`src/hdl/gfau_pkg.sv`:
```
// Shared types, codes and field multiply for the GF(2^8) arithmetic unit.
package gfau_pkg;

   localparam int ELEM_W = 8;
   localparam int EXP_W  = 16;
   localparam int POLY_W = 9;
   localparam int OP_W   = 3;
   localparam int CNT_W  = 3;

   localparam logic [OP_W-1:0] OP_ADD = 3'd0;
   localparam logic [OP_W-1:0] OP_SUB = 3'd1;
   localparam logic [OP_W-1:0] OP_MUL = 3'd2;
   localparam logic [OP_W-1:0] OP_DIV = 3'd3;
   localparam logic [OP_W-1:0] OP_POW = 3'd4;

   // multiplier operand selection
   localparam logic [1:0] MSEL_SQR  = 2'd0;  // acc * acc
   localparam logic [1:0] MSEL_BASE = 2'd1;  // acc * base
   localparam logic [1:0] MSEL_DIVA = 2'd2;  // acc * a
   localparam logic [1:0] MSEL_AB   = 2'd3;  // a * b

   localparam logic [POLY_W-1:0] POLY_RESET = 9'h11D;
   localparam logic [ELEM_W-1:0] INV_EXP    = 8'd254;   // b^-1 = b^254
   localparam logic [ELEM_W-1:0] ELEM_ONE   = 8'd1;
   localparam logic [ELEM_W-1:0] ELEM_MAX   = 8'hFF;
   localparam logic [CNT_W-1:0]  CNT_LAST   = 3'd7;

   typedef struct packed {
      logic       load;      // latch request beat
      logic       init;      // set up square-and-multiply
      logic       acc_we;    // accumulator takes multiplier output
      logic [1:0] mul_sel;
      logic       step;      // next exponent bit
      logic       res_load;  // write output register
   } gfau_cmd_type;

   typedef struct packed {
      logic pow_needed;
      logic is_div;
      logic exp_msb;
      logic last;
   } gfau_stat_type;

   // carry-less multiply reduced by x^8 + taps
   function automatic logic [ELEM_W-1:0] gf_mul(input logic [ELEM_W-1:0] a,
                                                input logic [ELEM_W-1:0] b,
                                                input logic [ELEM_W-1:0] taps);
      logic [ELEM_W-1:0] acc;
      logic [ELEM_W-1:0] sh;
      acc = '0;
      sh  = a;
      for (int i = 0; i < ELEM_W; i++) begin
         if (b[i]) begin
            acc = acc ^ sh;
         end
         if (sh[ELEM_W-1]) begin
            sh = {sh[ELEM_W-2:0], 1'b0} ^ taps;
         end else begin
            sh = {sh[ELEM_W-2:0], 1'b0};
         end
      end
      return acc;
   endfunction

endpackage

```
`src/hdl/gfau_datapath.sv`:
```
// Operand, accumulator, exponent and output registers around one field multiplier.
module gfau_datapath (
   input  logic                          clock,
   input  logic                          reset,
   input  logic                          csr_we,
   input  logic [gfau_pkg::POLY_W-1:0]   csr_data,
   input  logic [gfau_pkg::OP_W-1:0]     req_operation,
   input  logic [gfau_pkg::ELEM_W-1:0]   req_operand_a,
   input  logic [gfau_pkg::EXP_W-1:0]    req_operand_b,
   input  gfau_pkg::gfau_cmd_type        cmd,
   output gfau_pkg::gfau_stat_type       stat,
   output logic [gfau_pkg::ELEM_W-1:0]   rsp_result,
   output logic                          rsp_divide_by_zero
);
   import gfau_pkg::*;

   logic [ELEM_W-1:0] taps_ff, taps_in;
   logic [OP_W-1:0]   op_ff;
   logic [ELEM_W-1:0] a_ff;
   logic [EXP_W-1:0]  b_ff;
   logic [ELEM_W-1:0] base_ff, base_in;
   logic [ELEM_W-1:0] acc_ff, acc_in;
   logic [ELEM_W-1:0] exp_ff, exp_in;
   logic [CNT_W-1:0]  cnt_ff, cnt_in;
   logic [ELEM_W-1:0] res_ff, res_in;
   logic              dz_ff, dz_in;

   logic [ELEM_W-1:0] b_lo;
   logic [ELEM_W:0]   fold_sum;
   logic [ELEM_W-1:0] fold_lo;
   logic [ELEM_W-1:0] exp_red;
   logic [ELEM_W-1:0] mul_x, mul_y, prod;
   logic              is_div, is_pow;

   assign b_lo   = b_ff[ELEM_W-1:0];
   assign is_div = (op_ff == OP_DIV);
   assign is_pow = (op_ff == OP_POW);

   // b mod 255: fold the two bytes, then the end-around carry
   assign fold_sum = {1'b0, b_ff[EXP_W-1:ELEM_W]} + {1'b0, b_ff[ELEM_W-1:0]};
   assign fold_lo  = fold_sum[ELEM_W-1:0] + {{(ELEM_W-1){1'b0}}, fold_sum[ELEM_W]};
   assign exp_red  = (fold_lo == ELEM_MAX) ? '0 : fold_lo;

   always_comb begin
      case (cmd.mul_sel)
         MSEL_SQR:  begin mul_x = acc_ff; mul_y = acc_ff;  end
         MSEL_BASE: begin mul_x = acc_ff; mul_y = base_ff; end
         MSEL_DIVA: begin mul_x = acc_ff; mul_y = a_ff;    end
         default:   begin mul_x = a_ff;   mul_y = b_lo;    end
      endcase
   end

   assign prod = gf_mul(mul_x, mul_y, taps_ff);

   assign taps_in = csr_we ? csr_data[ELEM_W-1:0] : taps_ff;

   always_comb begin
      base_in = base_ff;
      exp_in  = exp_ff;
      cnt_in  = cnt_ff;
      acc_in  = acc_ff;
      if (cmd.init) begin
         base_in = is_div ? b_lo : a_ff;
         exp_in  = is_div ? INV_EXP : exp_red;
         cnt_in  = CNT_LAST;
         acc_in  = ELEM_ONE;
      end else begin
         if (cmd.acc_we) begin
            acc_in = prod;
         end
         if (cmd.step) begin
            exp_in = {exp_ff[ELEM_W-2:0], 1'b0};
            cnt_in = cnt_ff - 1'b1;
         end
      end
   end

   always_comb begin
      dz_in = is_div && (b_lo == '0);
      case (op_ff) inside
         OP_ADD, OP_SUB: res_in = a_ff ^ b_lo;
         OP_MUL:         res_in = prod;
         OP_DIV:         res_in = ((b_lo == '0) || (a_ff == '0)) ? '0 : acc_ff;
         OP_POW:         res_in = (b_ff == '0) ? ELEM_ONE :
                                  ((a_ff == '0) ? '0 : acc_ff);
         default:        res_in = '0;
      endcase
   end

   always_ff @(posedge clock) begin
      if (reset) begin
         taps_ff <= POLY_RESET[ELEM_W-1:0];
      end else begin
         taps_ff <= taps_in;
      end
   end

   always_ff @(posedge clock) begin
      if (cmd.load) begin
         op_ff <= req_operation;
         a_ff  <= req_operand_a;
         b_ff  <= req_operand_b;
      end
      base_ff <= base_in;
      exp_ff  <= exp_in;
      cnt_ff  <= cnt_in;
      acc_ff  <= acc_in;
      if (cmd.res_load) begin
         res_ff <= res_in;
         dz_ff  <= dz_in;
      end
   end

   assign stat.is_div     = is_div;
   assign stat.pow_needed = (a_ff != '0) &&
                            ((is_div && (b_lo != '0)) || (is_pow && (b_ff != '0)));
   assign stat.exp_msb    = exp_ff[ELEM_W-1];
   assign stat.last       = (cnt_ff == '0);

   assign rsp_result         = res_ff;
   assign rsp_divide_by_zero = dz_ff;

endmodule

```
`src/hdl/gfau_ctrl.sv`:
```
// Sequencer: decode, square-and-multiply over the exponent bits, result handoff.
module gfau_ctrl (
   input  logic                    clock,
   input  logic                    reset,
   input  logic                    req_valid,
   output logic                    req_ready,
   output logic                    rsp_valid,
   input  logic                    rsp_ready,
   input  gfau_pkg::gfau_stat_type stat,
   output gfau_pkg::gfau_cmd_type  cmd
);
   import gfau_pkg::*;

   localparam logic [2:0] ST_IDLE   = 3'd0;
   localparam logic [2:0] ST_DECODE = 3'd1;
   localparam logic [2:0] ST_SQR    = 3'd2;
   localparam logic [2:0] ST_MUL    = 3'd3;
   localparam logic [2:0] ST_FIN    = 3'd4;
   localparam logic [2:0] ST_RES    = 3'd5;

   logic [2:0] state_ff, state_in;
   logic       rsp_valid_ff, rsp_valid_in;
   logic       out_free;
   logic [2:0] after_loop;

   assign out_free   = !rsp_valid_ff || rsp_ready;
   assign after_loop = stat.is_div ? ST_FIN : ST_RES;

   always_comb begin
      state_in    = state_ff;
      cmd         = '0;
      cmd.mul_sel = MSEL_AB;
      req_ready   = 1'b0;
      unique case (state_ff)
         ST_IDLE: begin
            req_ready = 1'b1;
            if (req_valid) begin
               cmd.load = 1'b1;
               state_in = ST_DECODE;
            end
         end
         ST_DECODE: begin
            cmd.init = 1'b1;
            state_in = stat.pow_needed ? ST_SQR : ST_RES;
         end
         ST_SQR: begin
            cmd.acc_we  = 1'b1;
            cmd.mul_sel = MSEL_SQR;
            if (stat.exp_msb) begin
               state_in = ST_MUL;
            end else begin
               cmd.step = 1'b1;
               state_in = stat.last ? after_loop : ST_SQR;
            end
         end
         ST_MUL: begin
            cmd.acc_we  = 1'b1;
            cmd.mul_sel = MSEL_BASE;
            cmd.step    = 1'b1;
            state_in    = stat.last ? after_loop : ST_SQR;
         end
         ST_FIN: begin
            cmd.acc_we  = 1'b1;
            cmd.mul_sel = MSEL_DIVA;
            state_in    = ST_RES;
         end
         ST_RES: begin
            // hold here until the output register frees up
            if (out_free) begin
               cmd.res_load = 1'b1;
               state_in     = ST_IDLE;
            end
         end
         default: begin
            state_in = ST_IDLE;
         end
      endcase
   end

   always_comb begin
      if (cmd.res_load) begin
         rsp_valid_in = 1'b1;
      end else if (rsp_ready) begin
         rsp_valid_in = 1'b0;
      end else begin
         rsp_valid_in = rsp_valid_ff;
      end
   end

   always_ff @(posedge clock) begin
      if (reset) begin
         state_ff     <= ST_IDLE;
         rsp_valid_ff <= 1'b0;
      end else begin
         state_ff     <= state_in;
         rsp_valid_ff <= rsp_valid_in;
      end
   end

   assign rsp_valid = rsp_valid_ff;

endmodule

```
`src/hdl/gf256_arithmetic_unit_core.sv`:
```
// Top level of the GF(2^8) arithmetic unit: sequencer plus datapath.
//
//  channel  direction  beat contents
//  req      in         operation, operand_a, operand_b
//  rsp      out        result, divide_by_zero
//  csr      in         field_polynomial (low 8 bits are the reduction taps)
//
// One item at a time. Add, subtract, multiply and the special cases go from decode
// straight to the result state; power squares for each bit of the reduced exponent and
// multiplies by the base for each set bit; divide computes b^254 and one more product.
// The result goes valid in the same cycle as the next beat can be taken.
// The single field multiplier serves every product, one at a time.
// A finished result waits in the output register while the next item is accepted.
// Reset is synchronous; it restores the polynomial to 0x11D. csr is always ready.
module gf256_arithmetic_unit_core (
   input  logic                          clock,
   input  logic                          reset,
   input  logic                          req_valid,
   output logic                          req_ready,
   input  logic [gfau_pkg::OP_W-1:0]     req_operation,
   input  logic [gfau_pkg::ELEM_W-1:0]   req_operand_a,
   input  logic [gfau_pkg::EXP_W-1:0]    req_operand_b,
   output logic                          rsp_valid,
   input  logic                          rsp_ready,
   output logic [gfau_pkg::ELEM_W-1:0]   rsp_result,
   output logic                          rsp_divide_by_zero,
   input  logic                          csr_valid,
   output logic                          csr_ready,
   input  logic [gfau_pkg::POLY_W-1:0]   csr_field_polynomial
);
   import gfau_pkg::*;

   gfau_cmd_type  cmd;
   gfau_stat_type stat;

   assign csr_ready = 1'b1;

   gfau_ctrl u_ctrl (
      .clock     (clock),
      .reset     (reset),
      .req_valid (req_valid),
      .req_ready (req_ready),
      .rsp_valid (rsp_valid),
      .rsp_ready (rsp_ready),
      .stat      (stat),
      .cmd       (cmd)
   );

   gfau_datapath u_datapath (
      .clock              (clock),
      .reset              (reset),
      .csr_we             (csr_valid),
      .csr_data           (csr_field_polynomial),
      .req_operation      (req_operation),
      .req_operand_a      (req_operand_a),
      .req_operand_b      (req_operand_b),
      .cmd                (cmd),
      .stat               (stat),
      .rsp_result         (rsp_result),
      .rsp_divide_by_zero (rsp_divide_by_zero)
   );

   // busy right after an accepted beat
   a_busy_after_accept: assert property (@(posedge clock) disable iff (reset)
      (req_valid && req_ready) |=> !req_ready)
      else $error("request accepted while busy");

   // divide by zero always carries a zero result
   a_dz_zero_result: assert property (@(posedge clock) disable iff (reset)
      (rsp_valid && rsp_divide_by_zero) |-> (rsp_result == '0))
      else $error("divide by zero with nonzero result");

   // output register is never overwritten while a result waits
   a_no_overwrite: assert property (@(posedge clock) disable iff (reset)
      cmd.res_load |-> (!rsp_valid || rsp_ready))
      else $error("pending result overwritten");

   // init and accumulate never coincide
   a_init_excl: assert property (@(posedge clock) disable iff (reset)
      cmd.init |-> (!cmd.acc_we && !cmd.step && !cmd.res_load))
      else $error("conflicting datapath commands");

endmodule
```
`config.mk`:
```
export PLATFORM = sky130hd
export DESIGN_NAME = gf256_arithmetic_unit_core
export DESIGN_NICKNAME = d
export VERILOG_FILES = /design/src/hdl/gfau_pkg.sv /design/src/hdl/gfau_datapath.sv /design/src/hdl/gfau_ctrl.sv /design/src/hdl/gf256_arithmetic_unit_core.sv
export SDC_FILE = /design/constraint.sdc
export NUM_CORES = 1
export LEC_CHECK = 0
export BUFFER_PORTS_ARGS = -buffer_cell sky130_fd_sc_hd__buf_2
export CORE_ASPECT_RATIO = 1.2
export CORE_MARGIN = 4
export CORE_UTILIZATION = 62
export CTS_CLUSTER_SIZE = 12
export DETAILED_ROUTE_END_ITERATION = 7
export PLACE_DENSITY = 0.82
export SYNTH_ARGS = -nofsm -noshare
export SYNTH_HDL_FRONTEND = slang
export SYNTH_SLANG_ARGS = --single-unit
```
`constraint.sdc`:
```
create_clock -name clock -period 6.3 [get_ports clock]
set_clock_uncertainty 0.15 [all_clocks]
set_input_delay 1.26 -clock clock [delete_from_list [all_inputs] [get_ports clock]]
set_output_delay 1.26 -clock clock [all_outputs]
set_load 0.02 [all_outputs]
```
## Word level (Yosys, flattened, before mapping)

Index checks and enable logic that the tools add are counted.
W data, S select, Z words.

| storage, ports and cells | value |
|---|---|
| bits in writable memories | 0 |
| logic and storage cells | 114 |
| flip-flop bits (word level) | 75 |
| memory bits (read-only) | 0 |
| output and inout port bits | 12 |
| bits in latches | 0 |
| input bits | 41 |
| memories kept | 0 |

| cells by class | value |
|---|---|
| mux-type cells | 47 |
| reduce and logical (&&, ||, !) cells | 23 |
| shift operators | 0 |
| $lt $le $gt $ge | 0 |
| $add $sub $neg | 3 |
| bitwise operators | 15 |
| multipliers | 0 |
| eq/ne operators | 14 |
| divide/modulo/power cells | 0 |

Operators with widths:

| kind | number |
|---|---|
| $mux W8 | 28 |
| $xor A8 B8 Y8 | 15 |
| $pmux W8 S3 | 1 |
| $pmux W3 S6 | 1 |
| $logic_not A16 Y1 | 1 |
| $logic_not A8 Y1 | 2 |
| $reduce_bool A16 Y1 | 1 |
| $reduce_bool A8 Y1 | 2 |
| $mux W3 | 5 |
| $eq A3 B2 Y1 const B | 4 |
| $mux W1 | 10 |
| $add A8 B8 Y9 | 1 |
| $eq A3 B3 Y1 const B | 3 |
| $logic_not A3 Y1 | 3 |
| $pmux W3 S3 | 1 |
| $add A8 B1 Y8 | 1 |
| $eq A8 B8 Y1 const B | 1 |
| $eq A3 B1 Y1 const B | 2 |
| $logic_and A1 B1 Y1 | 4 |
| $reduce_bool A2 Y1 | 2 |
| $logic_or A1 B1 Y1 | 3 |
| $reduce_or A3 Y1 | 1 |
| $sub A3 B1 Y3 const B | 1 |
| $eq A2 B1 Y1 const B | 1 |
| 8 further kinds | 8 |

## Depth between registers and ports, before layout

| logic depth | value |
|---|---|
| depth after elaboration | 23 |
| gate-level depth with buffers | 19 |
| mapped depth without buffers | 19 |

## Hierarchy

Synthesis repeated with hierarchy kept, for this count alone.

| unflattened totals | value |
|---|---|
| cell total of the unflattened synthesis | 781 |
| area total of the unflattened synthesis | 6879.1 um2 |

Modules (own cells, without submodules):

| module | seq. area each (um2) | area an instance (um2) | times used | cells an instance |
|---|---|---|---|---|
| gfau_datapath | 1941.9 | 6560.0 | 1 | 740 |
| gfau_ctrl | 80.1 | 307.8 | 1 | 39 |
| gf256_arithmetic_unit_core | 0.0 | 11.3 | 1 | 2 |

## Worst setup path before layout

OpenSTA, ideal clock, no wires.

| path | value |
|---|---|
| path kind | register to register |
| start point | reg u_ctrl.state_ff[1] |
| end point | reg u_datapath.res_ff[5] (netlist: u_datapath.rsp_result[5]), data pin |
| required time | 6.005 ns |
| library setup time | 0.145 ns |
| buffers on the path | 2 |
| stages on the path, launching flop included | 17 |
| clock period less this slack | 4.365 ns |
| data arrival time | 4.070 ns |
| path slack | 1.935 ns |
| cells stage by stage | dfxtp_1 buf_6 nor3b_4 or3_4 nand2_2 buf_6 o211a_4 or4_4 nand2_1 xnor3_1 a211o_2 a21oi_1 xor3_1 or3_1 a21oi_1 xnor3_1 o21ai_1 |

| between the ends | value |
|---|---|
| cells in the longest elaborated chain, start to end | 23 |
| elaborated cells on any way between the ends | 41 |
| those cells by class | eq/ne: 5; mux: 20; bitwise: 14; reduce/logical: 2 |

Ends and longest elaborated chain:

| element | RTL line | text |
|---|---|---|
| start, declared | gfau_ctrl.sv:21 | `logic [2:0] state_ff, state_in;` |
| start signal, assigned | gfau_ctrl.sv:95 | `state_ff <= state_in;` |
| $eq A3 B3 Y1 or $eq A3 B2 Y1 (tied branches) | gfau_ctrl.sv:34 | `unique case (state_ff)` |
| $pmux W3 S3 (*) | gfau_ctrl.sv:34 |  |
| $eq A2 B1 Y1, or another cell as far along | gfau_datapath.sv:45 | `case (cmd.mul_sel)` |
| $reduce_or A3 Y1 (no source line) | n/a |  |
| $mux W8 | gfau_datapath.sv:45 |  |
| $xor A8 B8 Y8 | gfau_pkg.sv:57 | `sh = {sh[ELEM_W-2:0], 1'b0} ^ taps;` |
| $mux W8 | gfau_pkg.sv:56 | `if (sh[ELEM_W-1]) begin` |
| $xor A8 B8 Y8, on equally long branches | gfau_pkg.sv:54, gfau_pkg.sv:57 |  |
| (+7 left out) | n/a |  |
| $xor A8 B8 Y8 | gfau_pkg.sv:54 | `acc = acc ^ sh;` |
| $mux W8 | gfau_pkg.sv:53 | `if (b[i]) begin` |
| $xor A8 B8 Y8 | gfau_pkg.sv:54 |  |
| $mux W8 | gfau_pkg.sv:53 |  |
| $xor A8 B8 Y8 | gfau_pkg.sv:54 |  |
| $mux W8 (*) | gfau_pkg.sv:53 |  |
| $mux W8 (*) (2 in series) | gfau_datapath.sv:80 | `case (op_ff) inside` |
| via u_datapath.res_in[5] | gfau_datapath.sv:25 | `logic [ELEM_W-1:0] res_ff, res_in;` |
| end signal, assigned | gfau_datapath.sv:109 | `res_ff <= res_in;` |
| end, declared | gfau_datapath.sv:25 |  |

Mark *: on every way through the listed nets, which the timed path passes. The rest lies on a longest branch.
A chain may end at the register's enable or synchronous reset.

## Worst setup path in the final report

| path | value |
|---|---|
| start point | reg u_ctrl.state_ff[2] |
| end point | reg u_datapath.res_ff[0] (netlist: u_datapath.rsp_result[0]), data pin |

| between the ends | value |
|---|---|
| cells in the longest elaborated chain, start to end | 22 |
| elaborated cells on any way between the ends | 40 |
| those cells by class | eq/ne: 5; mux: 20; bitwise: 13; reduce/logical: 2 |

Ends and longest elaborated chain:

| element | RTL line |
|---|---|
| $eq A3 B3 Y1 or $eq A3 B2 Y1 (tied branches) | gfau_ctrl.sv:34 |
| $pmux W3 S3 (*) | gfau_ctrl.sv:34 |
| $eq A2 B1 Y1, or another cell as far along | gfau_datapath.sv:45 |
| $reduce_or A3 Y1 (no source line) | n/a |
| $mux W8 | gfau_datapath.sv:45 |
| $mux W8, or another cell as far along | gfau_pkg.sv:53 |
| $xor A8 B8 Y8 or $mux W8 (tied branches) | gfau_pkg.sv:54, gfau_pkg.sv:56 |
| $mux W8, or another cell as far along | gfau_pkg.sv:53 |
| (+6 left out) | n/a |
| $xor A8 B8 Y8 or $mux W8 (tied branches) | gfau_pkg.sv:54, gfau_pkg.sv:56 |
| $mux W8, or another cell as far along | gfau_pkg.sv:53 |
| $xor A8 B8 Y8 or $mux W8 (tied branches) | gfau_pkg.sv:54, gfau_pkg.sv:56 |
| $mux W8, on equally long branches | gfau_pkg.sv:53, gfau_pkg.sv:56 |
| $xor A8 B8 Y8 | gfau_pkg.sv:54 |
| $mux W8 (*) | gfau_pkg.sv:53 |
| $mux W8 (*) (2 in series) | gfau_datapath.sv:80 |
| via u_datapath.res_in[0] | gfau_datapath.sv:25 |

Marks and branches as above.

==> results.toml <==
[worst_setup_path]
criticalPathCategory = "register to register"
crit_slowest_cell = "dfxtp_1"
endpoint_kind = "register"
crit_end = "u_datapath.rsp_result[0]"
cp.depth = 13
timing.rr.end = "u_datapath.rsp_result[0]"
critPathMaxStageDelay_ns = 0.68
crit_chain = "nor2b_4 -> nor2_2 -> mux2i_1 -> nand4_1 -> a311oi_1 -> o211ai_1 -> and2_4 -> a221o_1 -> nor3_4 -> nor2_1 -> xor2_1 -> mux2i_1 -> o311ai_0"
startpoint = "u_ctrl.state_ff[2]"
r2r_cells = 13
critPathArrivalTime_ns = 5.44
rrSetupSlack_ns = 0.75
crit_family = "simple AND/OR/NAND/NOR gates"
worst_setup_path_start_kind = "register"
cp.required_ns = 6.19
critPathMostFrequentCell = "mux2i_1"
worst-path-max-fanout = 18
worstReg2RegStart = "u_ctrl.state_ff[2]"
crit_buf_inv = 0

[route]
drt_iter0_drc = 398
ant_nets = 0
vias = 6256
routed_wl_microns = 18800
drc = 0
vias_per_cell = 6.76
dr.pass1.iters = 5
wire_per_inst_microns = 20.4

[synth]
ys_ff_latch = 75
synth_edf_count = 52
synth_top_family_by_area = "compound AO/OA/AOI/OAI gates"
yosysSeqAreaShare_pct = 30.4
synth.net_count = 814
synthFlopType = "edfxtp_1"
synth.top_cells.by_count = "nand2_1 (73), nor2_1 (72), a21oi_1 (55)"
yosys.area_share.simple_pct = 21.1
muxShareOfSynthArea_pct = 3.55
synth-compound-area-share_pct = 21.8
synth-warning-count = 0
synthesis.area_sq_um = 6660
async_reset_ff_share_pct = 0
yosysMostFrequentCell = "nand2_1"
netlist.area_leader.share_pct = 23.5
synth_top_area_cell = "edfxtp_1"
syn_inst = 760
synth-xor-area-share_pct = 16.2
synth_fa_ha_area_share_pct = 2.56
synth_area_leaders = "edfxtp_1 (23%), xnor2_1 (7.1%), dfxtp_1 (6.9%)"
synth.distinct_cells = 88
syn_area_per_cell_sq_um = 8.76

[placement]
place.gp.congestion = 0.974
place.detailed.hpwl_microns = 14100
place_area_sq_um = 6950
numPortBuffers = 50
dp_cells = 909

[pwr]
p_sw_share_pct = 43.4
power_frac_comb_pct = 63.9
peakVddDrop_mv = 0.233
leakage_nw = 2.91
internal-power_w = 0.00195
pwr-share-seq_pct = 20.8
switchingPower_w = 0.00150
pwr-share-clk_pct = 15.3
powerDensity_nw_per_um2 = 475

[global_route]
grt_pass1_wl_microns = 30400
grt_remaining_overflow = 0
grt_pass1_vias = 6212
antenna_found_initial = 0
grt_max_degree = 28
grt_usage_pct = 31.5

[clock_network]
ctsResizeCount = 0
root_buffer = "clkbuf_16"
clock_latency_ns = 0.34
cts_tree = "built"
clock_path_buffers = 2
hold_buffers = 0
cts_setup_buffers = 0
path_clk_slew_ns = 0.06
numCtsBuffers = 9
cts_sinks = 75
h-tree-depth = 3

[min_path]
hold_class = "register to register"

[floorplan]
fp.dieW_microns = 103
fp.dieH_microns = 121
initial_core_util_pct = 63.3
rows = 41
io_pins = 53
dieArea_sq_um = 12500
core-area_sq_um = 10500

[timing]
tns_ns = 0
worstMarginPinSlew_ns = 1.12
finalCriticalPeriod_ns = 5.55
maxSlewViolCount = 0
hold_violations = 0
max_freq_mhz = 180
final.period_utilization_pct = 88.0
maxSlewHeadroom_pct = 25.1
setup-violations-final = 0
rsz0062_at_grt = "no"

[finish]
areaGrowthSynthToFinish_pct = 8.99
drive_gt1_share_pct = 15.7
multiInputGateArea_sq_um = 4350
fillers = 859
stdcell_area_sq_um = 7250
layout.cells.non_filler = 925
diodes = 0
fin_nets = 845
regArea_sq_um = 2020

[job]
drv_cap = 0

[outcome]
status = "finished clean"
[layer usage]
layer  global-route usage (%)  vias to the layer above  wire length [microns]  share of wire, %
met2                     54.9                      319                   9610                51
met5                        0                        -                      0                 0
met4                     18.1                        0                   1190               6.3
li1                         -                     2886                      -                 -
met3                     4.83                       88                   1210               6.4
met1                     35.9                     2963                   6850                36
[how the worst min path moves through the flow]
stage / endpoint / slack, ns / cells past startpoint / start
after floorplan: u_datapath.cnt_ff[0] / 0.28 / 1 / u_datapath.cnt_ff[0]
after global placement: u_datapath.cnt_ff[0] / 0.29 / 1 / u_datapath.cnt_ff[0]
after detailed placement: u_datapath.cnt_ff[0] / 0.30 / 1 / u_datapath.cnt_ff[0]
after CTS: u_datapath.cnt_ff[0] / 0.31 / 1 / u_datapath.cnt_ff[0]
after global routing: u_datapath.cnt_ff[0] / 0.34 / 1 / u_datapath.cnt_ff[0]
final: u_datapath.cnt_ff[0] / 0.31 / 1 / u_datapath.cnt_ff[0]
[flip-flops by register name, summed over array words and instances (netlist names), 8 cells and up]
| signal | count |
|---|---|
| u_datapath.rsp_result | 8 |
| u_datapath.acc_ff | 8 |
| u_datapath.exp_ff | 8 |
| u_datapath.base_ff | 8 |
| u_datapath.taps_ff | 8 |
| u_datapath.b_ff | 16 |
| u_datapath.a_ff | 8 |
[per-stage QoR]
step | hold slack, ns | utilization, % | power (W) | setup WS [ns]
3_5_place_dp | 0.303 | 66.0 | 0.00286 | 0.960
6_report | 0.308 | 69.0 | 0.00345 | 0.754
3_3_place_gp | 0.287 | 66.0 | 0.00281 | 1.03
2_1_floorplan | 0.279 | - | 0.00243 | 1.94
4_1_cts | 0.312 | 69.0 | 0.00341 | 0.917
5_1_grt | 0.341 | 69.0 | 0.00363 | 0.392
[cells in the final DEF, fill, tap and decap left out, types with 18 or more instances in the layout]
| cell type | instances |
|---|---|
| xnor2_1 | 54 |
| nor2_1 | 72 |
| buf_2 | 50 |
| nor3_1 | 21 |
| inv_1 | 18 |
| edfxtp_1 | 52 |
| xor2_1 | 27 |
| o21ai_0 | 34 |
| nand3_1 | 32 |
| a21oi_1 | 55 |
| nand2_1 | 73 |
| dfxtp_1 | 23 |
[power groups by stage]
| stage | clock [W] | combinational, W | sequential, W |
|---|---|---|---|
| floorplan | 0 | 0.00175 | 0.000679 |
| global placement | 0 | 0.00209 | 0.000717 |
| detailed placement | 0 | 0.00214 | 0.000722 |
| CTS | 0.000534 | 0.00216 | 0.000712 |
| global route | 0.000554 | 0.00236 | 0.000721 |
| finish | 0.000529 | 0.00220 | 0.000717 |
[layout make-up]
class / instances / share of cell area (%)
well taps: 129 / 2.23
flip-flops and latches: 75 / 27.9
multi-input cells: 623 / 59.9
clock buffers: 9 / 3.11
clock inverters: 7 / 1.14
repair buffers: 62 / 4.69
inverters: 20 / 1.04
[logic make-up (layout without fill, tap and decap cells)]
family | count (synthesis) | in the layout
AOI/OAI and AO/OA | 217 | 217
xor gates and xnor gates | 97 | 97
adders and majority gates | 13 | 13
buffers and inverters | 62 | 98
DFF | 75 | 75
muxes | 22 | 22
other | 1 | 1
and+or+nand+nor | 273 | 273
Note: power is estimated with default switching activity, not from simulation.
